$ cat config.mk
export PLATFORM = sky130hd
export DESIGN_NAME = ci64_ctrl
export DESIGN_NICKNAME = d
export VERILOG_FILES = /design/src/hw/rtl/ci64_pkg.sv /design/src/hw/rtl/ci64_ctrl.sv
export SDC_FILE = /design/constraint.sdc
export NUM_CORES = 1
export LEC_CHECK = 0
export BUFFER_PORTS_ARGS = -buffer_cell sky130_fd_sc_hd__buf_2
export CAP_MARGIN = 20
export CELL_PAD_IN_SITES_DETAIL_PLACEMENT = 0
export CELL_PAD_IN_SITES_GLOBAL_PLACEMENT = 2
export CORE_ASPECT_RATIO = 1.2
export CORE_MARGIN = 3
export CORE_UTILIZATION = 21
export CTS_CLUSTER_SIZE = 20
export DETAILED_ROUTE_END_ITERATION = 12
export PLACE_DENSITY = 0.72
export SETUP_SLACK_MARGIN = 0.05
export SYNTH_ARGS = -nofsm -noshare
export SYNTH_HDL_FRONTEND = slang
export SYNTH_SLANG_ARGS = --single-unit
$ cat constraint.sdc
create_clock -name clk -period 1.5 [get_ports clk]
set_clock_uncertainty 0.2 [all_clocks]
set_input_delay 0 -clock clk [delete_from_list [all_inputs] [get_ports clk]]
set_output_delay 0 -clock clk [all_outputs]
set_load 0.02 [all_outputs]
$ cat src/hw/rtl/ci64_pkg.sv
// ----------------------------------------------------------------------------
// ci64_pkg
// types, opcodes and status codes shared by the checked 64-bit alu
// ----------------------------------------------------------------------------
package ci64_pkg;

	localparam int unsigned W = 64;

	localparam logic [2:0] OP_ADD = 3'd0;
	localparam logic [2:0] OP_SUB = 3'd1;
	localparam logic [2:0] OP_MUL = 3'd2;
	localparam logic [2:0] OP_DIV = 3'd3;
	localparam logic [2:0] OP_MOD = 3'd4;
	localparam logic [2:0] OP_POW = 3'd5;

	localparam logic [1:0] ST_OK      = 2'd0;
	localparam logic [1:0] ST_OVF     = 2'd1;
	localparam logic [1:0] ST_DIVZERO = 2'd2;
	localparam logic [1:0] ST_NEGEXP  = 2'd3;

	typedef struct packed {
		logic [2:0]         op;
		logic signed [63:0] lhs;
		logic signed [63:0] rhs;
	} in_item_t;

	typedef struct packed {
		logic signed [63:0] value;
		logic [1:0]         status;
	} out_item_t;

	// controller to datapath
	typedef struct packed {
		logic load;     // capture operands, take magnitudes
		logic mul_init; // start a multiply
		logic mul_sel;  // 0: acc * cur, 1: cur * cur
		logic mul_step; // one partial product
		logic mul_fin;  // apply multiply result
		logic div_init;
		logic div_step;
		logic pow_shift; // shift exponent right
		logic finish;    // form result
	} dp_cmd_t;

	// datapath to controller
	typedef struct packed {
		logic [2:0] op;
		logic       mul_last;
		logic       div_last;
		logic       exp_zero;   // remaining exponent is zero
		logic       exp_lsb;
		logic       exp_one;    // remaining exponent is zero or one
		logic       ovf;        // pow overflow seen
	} dp_status_t;

endpackage

$ cat src/hw/rtl/ci64_ctrl.sv
// ----------------------------------------------------------------------------
// ci64_ctrl
// sequencer for operand load, multiply, divide and square-and-multiply
// ----------------------------------------------------------------------------
module ci64_ctrl (
	input  logic                   clk,
	input  logic                   arst_n,
	input  logic                   start,
	output logic                   busy,
	output ci64_pkg::dp_cmd_t      cmd,
	input  ci64_pkg::dp_status_t   stat,
	output logic                   strobe
);

	localparam logic [2:0] S_IDLE = 3'd0;
	localparam logic [2:0] S_DISP = 3'd1;
	localparam logic [2:0] S_MUL  = 3'd2;
	localparam logic [2:0] S_DIV  = 3'd3;
	localparam logic [2:0] S_PEXP = 3'd4;
	localparam logic [2:0] S_FIN  = 3'd5;
	localparam logic [2:0] S_PSQ  = 3'd6;

	logic [2:0] state_q, state_d;
	logic       strobe_q, strobe_d;
	logic       sq_q, sq_d; // multiply in progress is the squaring

	always_ff @(posedge clk or negedge arst_n) begin
		if (!arst_n) begin
			state_q  <= S_IDLE;
			strobe_q <= 1'b0;
			sq_q     <= 1'b0;
		end else begin
			state_q  <= state_d;
			strobe_q <= strobe_d;
			sq_q     <= sq_d;
		end
	end

	assign busy   = (state_q != S_IDLE);
	assign strobe = strobe_q;

	always_comb begin
		state_d  = state_q;
		strobe_d = 1'b0;
		sq_d     = sq_q;
		cmd      = '0;
		cmd.mul_sel = sq_q;
		unique case (state_q)
			S_IDLE: begin
				if (start) begin
					cmd.load = 1'b1;
					state_d  = S_DISP;
				end
			end
			S_DISP: begin
				if (stat.op == ci64_pkg::OP_MUL) begin
					cmd.mul_init = 1'b1;
					sq_d         = 1'b0;
					cmd.mul_sel  = 1'b0;
					state_d      = S_MUL;
				end else if (stat.op == ci64_pkg::OP_DIV || stat.op == ci64_pkg::OP_MOD) begin
					cmd.div_init = 1'b1;
					state_d      = S_DIV;
				end else if (stat.op == ci64_pkg::OP_POW) begin
					state_d = S_PEXP;
				end else begin
					state_d = S_FIN;
				end
			end
			S_MUL: begin
				cmd.mul_step = 1'b1;
				if (stat.mul_last) begin
					state_d = (stat.op == ci64_pkg::OP_POW) ? S_PSQ : S_FIN;
				end
			end
			S_PSQ: begin
				// apply multiply, then decide next round
				cmd.mul_fin = 1'b1;
				if (sq_q) begin
					state_d = S_PEXP;
				end else if (stat.exp_one) begin
					state_d = S_FIN;
				end else begin
					// low exponent bit is now clear, so the next pass starts the squaring
					state_d = S_PEXP;
				end
			end
			S_PEXP: begin
				// shift exponent after a squaring, then start the next round
				if (sq_q) begin
					cmd.pow_shift = 1'b1;
					sq_d          = 1'b0;
				end else if (stat.ovf || stat.exp_zero) begin
					state_d = S_FIN;
				end else if (stat.exp_lsb) begin
					cmd.mul_init = 1'b1;
					cmd.mul_sel  = 1'b0;
					state_d      = S_MUL;
				end else if (stat.exp_one) begin
					state_d = S_FIN;
				end else begin
					cmd.mul_init = 1'b1;
					cmd.mul_sel  = 1'b1;
					sq_d         = 1'b1;
					state_d      = S_MUL;
				end
			end
			S_DIV: begin
				cmd.div_step = 1'b1;
				if (stat.div_last) begin
					state_d = S_FIN;
				end
			end
			S_FIN: begin
				cmd.finish = 1'b1;
				strobe_d   = 1'b1;
				sq_d       = 1'b0;
				state_d    = S_IDLE;
			end
			default: begin
				state_d = S_IDLE;
			end
		endcase
	end

endmodule

Word level (Yosys, flattened, before mapping)
Cells that the tools add are included.
- register bits after elaboration: 5
- bits of input ports: 12
- output and inout port bits: 11
- equal/unequal tests: 15
- multiplexer cells: 37
- reductions and logical operators: 7
- operators with widths (cell ; count):
    3-bit 2-to-1 mux ; 9
    1-bit 2-to-1 mux ; 19
    3-bit case mux with 6 select lines ; 1
    3-bit equality test (second input constant) ; 5
    3-bit by 2-bit equality test with 1-bit output (second input constant) ; 4
    2-bit 2-to-1 mux ; 6
    2-bit != test (second input constant) ; 5
    3-bit nonzero test ; 2
    2-bit case mux with 2 select lines ; 1
    4-bit AND reduction ; 1
    3-bit by 1-bit equality test with 1-bit output (second input constant) ; 1
    3-bit zero test ; 1
    1-bit case mux with 3 select lines ; 1
    1-bit logical OR ; 2
    2-bit AND reduction ; 1

Logic depth before layout (Yosys ltp)
Gate-level depths: netlist of the first run.
- word-level depth: 5
- depth in mapped cells: 5
- depth with buffers taken out: 4

Worst setup path after synthesis of the first run
OpenSTA, ideal clock, no wires.
- path type: register to output
- start: register state_q[1]
- end: output port cmd[8] in the netlist's numbering
- data arrival time: 1447 ps
- data required time: 1300 ps
- setup slack: -147 ps
- stages on the path, launching flop included: 4
- path through: dfrtp_1 -> clkbuf_1 -> or3_1 -> nor2_1
- RTL lines (element ; RTL line ; text):
    from (decl) ; ci64_ctrl.sv:23 ; logic [2:0] state_q, state_d;
    from (signal assigned) ; ci64_ctrl.sv:33 ; state_q <= state_d;
    to (decl) ; ci64_ctrl.sv:10 ; output ci64_pkg::dp_cmd_t cmd,

==> results_dict.tcl, run 1 <==
set metrics [dict create \
    status "complete, but fails checks" \
    violations "negative hold slack, negative setup slack" \
    hold_end "state_q[2]" \
    cts_tree "yes" \
    final_nets 127 \
    hold-path-cell-count 4 \
    slew_headroom 0.783 \
    hold_viol_final 1 \
    layout_common_cells "buf_4, buf_2, buf_6" \
    cts_buffers 3 \
    power.density_nw_per_um2 1930 \
    grt_pass1_vias 661 \
    grt_usage 0.128 \
    required_ps 1300 \
    critPathCaptureType "output port" \
    peakVddDrop_mv 0.835 \
    ant_nets 0 \
    synth_cells 69 \
    crit_fanout 3 \
    dr.pass1.iters 4 \
    synth.distinct_cells 35 \
    r2r-end "state_q[2]" \
    dieArea_um2 3090 \
    fin_crit_sh 1.15 \
    setup_viol 11 \
    yosys_warnings 0 \
    yosysTopAreaCell "dfrtp_1" \
    cts-root-buf "clkbuf_4" \
    ys_ff_latch 5 \
    drt_wl_total_um 1900 \
    r2r_start "state_q[0]" \
    synth_area_leaders "dfrtp_1, nor2_1, nand2_1" \
    rrSetupSlack_ps -180 \
    syn2layout_area_growth_pct 95.4 \
    crit_start "state_q[2]" \
    synth_area_um2 515 \
    grt_max_degree 10 \
    hold_ws_ps -12.6 \
    slew_violations 0 \
    synth_top_area_share 0.243 \
    hp-class "input pin to flop" \
    dpl.hpwl_um 1290 \
    grt_remaining_overflow 0 \
    row_count 19 \
    holdCritStartpoint "stat[3]" \
    final_common_cell "buf_4" \
    routabilityCongestion 0.805 \
    min_period_ps 1720 \
    power_leakage_nw 0.445 \
    dieWidth_um 51.2 \
    critical_path_class "flop to output port" \
    clk_path_buf_depth 2 \
    clock-sinks 5 \
    grt_pass1_wl_um 2920 \
    pre_cts_slack_ps -84.9 \
    initial_core_util 0.224 \
    placed_cells 130 \
    antennaDiodeCount 0 \
    antenna_found_initial 0 \
    drt_iter0_drc 15 \
    ys_seq_area_frac 0.243 \
    avgSynthCellArea_um2 7.47 \
    clk_latency_ps 240 \
    synth_nets 81 \
    tightest_slew_ps 324 \
    rsz0062_at_grt "true" \
    maxCapViolations 0 \
    num_vias 682 \
    path_clk_slew_ps 40 \
    placeableCoreArea_um2 2310 \
    fin_ws_ps -225 \
    fin_cells 145 \
    drc 0 \
    drive_gt1_frac 0.579 \
    port_buffers 22 \
    fp.dieH_um 60.3 \
    io_pins 23 \
    crit_arrival_ps 1520 \
    nFillCells 240 \
    via_per_inst 4.70 \
    timing.fmax_mhz 580 \
    rr_worst_depth 4 \
    htreeDepth 1 \
    worst_setup_path_start_kind "flop" \
    wire_per_inst_um 13.1 \
]
## worst max-delay path by stage
| stage | to | cells after the start |
|---|---|---|
| global route | cmd[6] | 5 |
| CTS | cmd[6] | 5 |
| finish | cmd[7] | 5 |
| global placement | state_q[2] | 4 |
| detailed placement | state_q[1] | 3 |
| floorplan | state_q[1] | 3 |
## registers in the layout, indices dropped and copies added (netlist names)
name and flops:
state_q 3, strobe 1, sq_q 1
## what timing repair did
item	in CTS	in global routing
endpoints found under the setup margin	13	14
endpoints found under the hold margin	7	0
pin swaps	5	5
hold buffers	4	0
resized for setup	31	9
setup buffers	5	3
## area by class of cell
class,count,area [µm²],share of cell area
Multi-Input combinational cell,56,439,0.436
Inverter,4,20.0,0.0199
Clock buffer,4,26.3,0.0261
Sequential cell,5,126,0.125
Timing Repair Buffer,45,357,0.354
Tap cell,31,38.8,0.0385
## routing by layer
metal | track usage | wire, µm | vias up
met3 | 0.0299 | 89 | 4
met4 | 0.0712 | 28 | 0
met1 | 0.149 | 807 | 315
li1 | - | - | 342
met5 | 0 | 0 | -
met2 | 0.215 | 976 | 21
## report_power, final
part	total, mW	switching [mW]	internal [mW]
registers	0.266	0.0679	0.198
logic	1.52	0.734	0.784
clock network	0.157	0.0562	0.101
total	1.94	0.858	1.08
## cell families after synthesis
kind of cell | share of synthesized area
buffers and inverters | 0.0704
AOI/OAI and AO/OA | 0.274
and+or+nand+nor | 0.393
DFF | 0.243
muxes | 0.0194
## metrics by stage
step / setup TNS (ps) / instance area, µm² / power, mW / utilization
6_report: -1610 / 1010 / 1.94 / 0.437
5_1_grt: -2370 / 1010 / 2.05 / 0.437
4_1_cts: -1400 / 950 / 1.78 / 0.412
3_3_place_gp: -45.0 / 752 / 1.31 / 0.326
2_1_floorplan: 0 / 534 / 0.913 / -
3_5_place_dp: -151 / 752 / 1.30 / 0.326
## Yosys cell counts
master,count
nor2_1,13
dfrtp_1,5
nand2_1,5
a21oi_1,3
inv_1,3
nor2b_1,3
or3_1,3
a21boi_0,2
buf_2,2
nand2b_1,2
nand3b_1,2
o21ai_1,2
o22ai_1,2
a211o_1,1
a22oi_1,1
a2bb2oi_1,1
a31oi_1,1
a32oi_1,1
a41oi_2,1
and3_1,1
buf_4,1
clkbuf_1,1
inv_2,1
mux2i_1,1
nand3_1,1
nor3b_2,1
nor4_2,1
o211ai_1,1
o22a_1,1
o31a_1,1
o31ai_1,1
or2_1,1
or3b_1,1
or3b_4,1
or4_1,1
## worst max-delay path: stages, from the launching register on
cell and delay [ps]:
dfrtp_1 370, or3b_4 430, nor2_2 130, a22oi_1 100, nor2_1 110, buf_4 150
No activity file was read; power rests on OpenSTA's default activity.
==> inputs of run 2 (changes only) <==
- SKIP_CTS_REPAIR_TIMING: unset -> 1
==> results_dict.tcl, run 2 (synthesis results as in run 1) <==
set metrics [dict create \
    status "complete, but fails checks" \
    violations "negative hold slack, negative setup slack" \
    clock-sinks 5 \
    drt_wl_total_um 1880 \
    setup_viol 12 \
    path_clk_slew_ps 40 \
    cts_buffers 3 \
    wire_per_inst_um 13.2 \
    drc 0 \
    initial_core_util 0.224 \
    final_nets 124 \
    maxCapViolations 0 \
    tightest_slew_ps 262 \
    peakVddDrop_mv 0.744 \
    critical-path-max-stage-delay_ps 420 \
    slew_headroom 0.824 \
    fin_ws_ps -237 \
    row_count 19 \
    power.density_nw_per_um2 1910 \
    critical_path_class "flop to output port" \
    grt_pass1_wl_um 2660 \
    port_buffers 22 \
    via_per_inst 4.87 \
    grt_usage 0.116 \
    largest_reg_flops 3 \
    fin_crit_sh 1.16 \
    dieArea_um2 3090 \
    syn2layout_area_growth_pct 85.4 \
    rrSetupSlack_ps -150 \
    antennaDiodeCount 0 \
    routabilityCongestion 0.805 \
    largest-register "state_q" \
    drt_iter0_drc 12 \
    grt_pass1_vias 596 \
    grt_remaining_overflow 0 \
    grt_max_degree 10 \
    layout_common_cells "buf_4, buf_2, buf_6" \
    fp.dieH_um 60.3 \
    min_period_ps 1740 \
    io_pins 23 \
    nFillCells 246 \
    power_leakage_nw 0.426 \
    slowest_stage "or3b_4" \
    placeableCoreArea_um2 2310 \
    clk_path_buf_depth 2 \
    setup_tns_ps -1530 \
    final_common_cell "buf_4" \
    hold_ws_ps -20.2 \
    hold_viol_final 1 \
    hp-class "input pin to flop" \
    num_vias 691 \
    antenna_found_initial 0 \
    crit_fanout 3 \
    cts-root-buf "clkbuf_4" \
    worst_setup_path_start_kind "flop" \
    critical-path-top-delay-family "simple AND/OR/NAND/NOR gates" \
    required_ps 1300 \
    crit_arrival_ps 1540 \
    rsz0062_at_grt "true" \
    dpl.hpwl_um 1290 \
    htreeDepth 1 \
    clk_latency_ps 240 \
    slew_violations 0 \
    critPathCaptureType "output port" \
    path_buf_inv 1 \
    crit_chain "or3b_4 -> nor2_2 -> a22oi_1 -> nor2_1 -> buf_4" \
    cts_tree "yes" \
    drive_gt1_frac 0.550 \
    timing.fmax_mhz 576 \
    dr.pass1.iters 4 \
    post-route-util 0.415 \
    ant_nets 0 \
    dieWidth_um 51.2 \
]
[run 2: worst paths after layout]
path / from / to / depth (start not counted)
min in group asynchronous: arst_n / strobe / 3
min: stat[5] / state_q[1] / 4
max reg2reg: state_q[2] / state_q[1] / 3
max: state_q[2] / cmd[7] / 5
min reg2reg: sq_q / sq_q / 1
max in group asynchronous: arst_n / state_q[0] / 3
[run 2: layout make-up]
| cell class | instances | area (µm²) | area share |
|---|---|---|---|
| Multi-Input combinational cell | 56 | 419 | 0.438 |
| Tap cell | 31 | 38.8 | 0.0406 |
| Inverter | 4 | 17.5 | 0.0183 |
| Timing Repair Buffer | 42 | 328 | 0.343 |
| Clock buffer | 4 | 26.3 | 0.0275 |
| Sequential cell | 5 | 126 | 0.132 |
[run 2: per-layer routing]
metal / wire [µm] / GRT usage / vias up
li1: - / - / 334
met5: 0 / 0 / -
met4: 43 / 0.0637 / 0
met1: 765 / 0.143 / 317
met2: 944 / 0.184 / 34
met3: 129 / 0.0274 / 6
[run 2: worst register-to-register path, cell delays in order (launching register included)]
cell	delay [ps]
dfrtp_1	360
or3b_4	420
or3_1	410
a41oi_2	160
[run 2: power breakdown]
| part | switching (mW) | internal [mW] | leakage (nW) |
|---|---|---|---|
| logic | 0.685 | 0.710 | 0.347 |
| registers | 0.0717 | 0.198 | 0.0642 |
| clock network | 0.0581 | 0.101 | 0.0150 |
[run 2: metrics by stage]
stage                     hold slack [ps]  instances  setup WS [ps]  total power [mW]  cell area, µm²
final                               -20.2        142           -237              1.82             956
after global routing                 15.5        142           -320              1.92             956
after CTS                            -633        134           -268              1.48             778
after detailed placement             -375        130          -84.9              1.30             752
after global placement               -378        130          -20.6              1.31             752
after floorplan                      -496         69           10.3             0.913             534
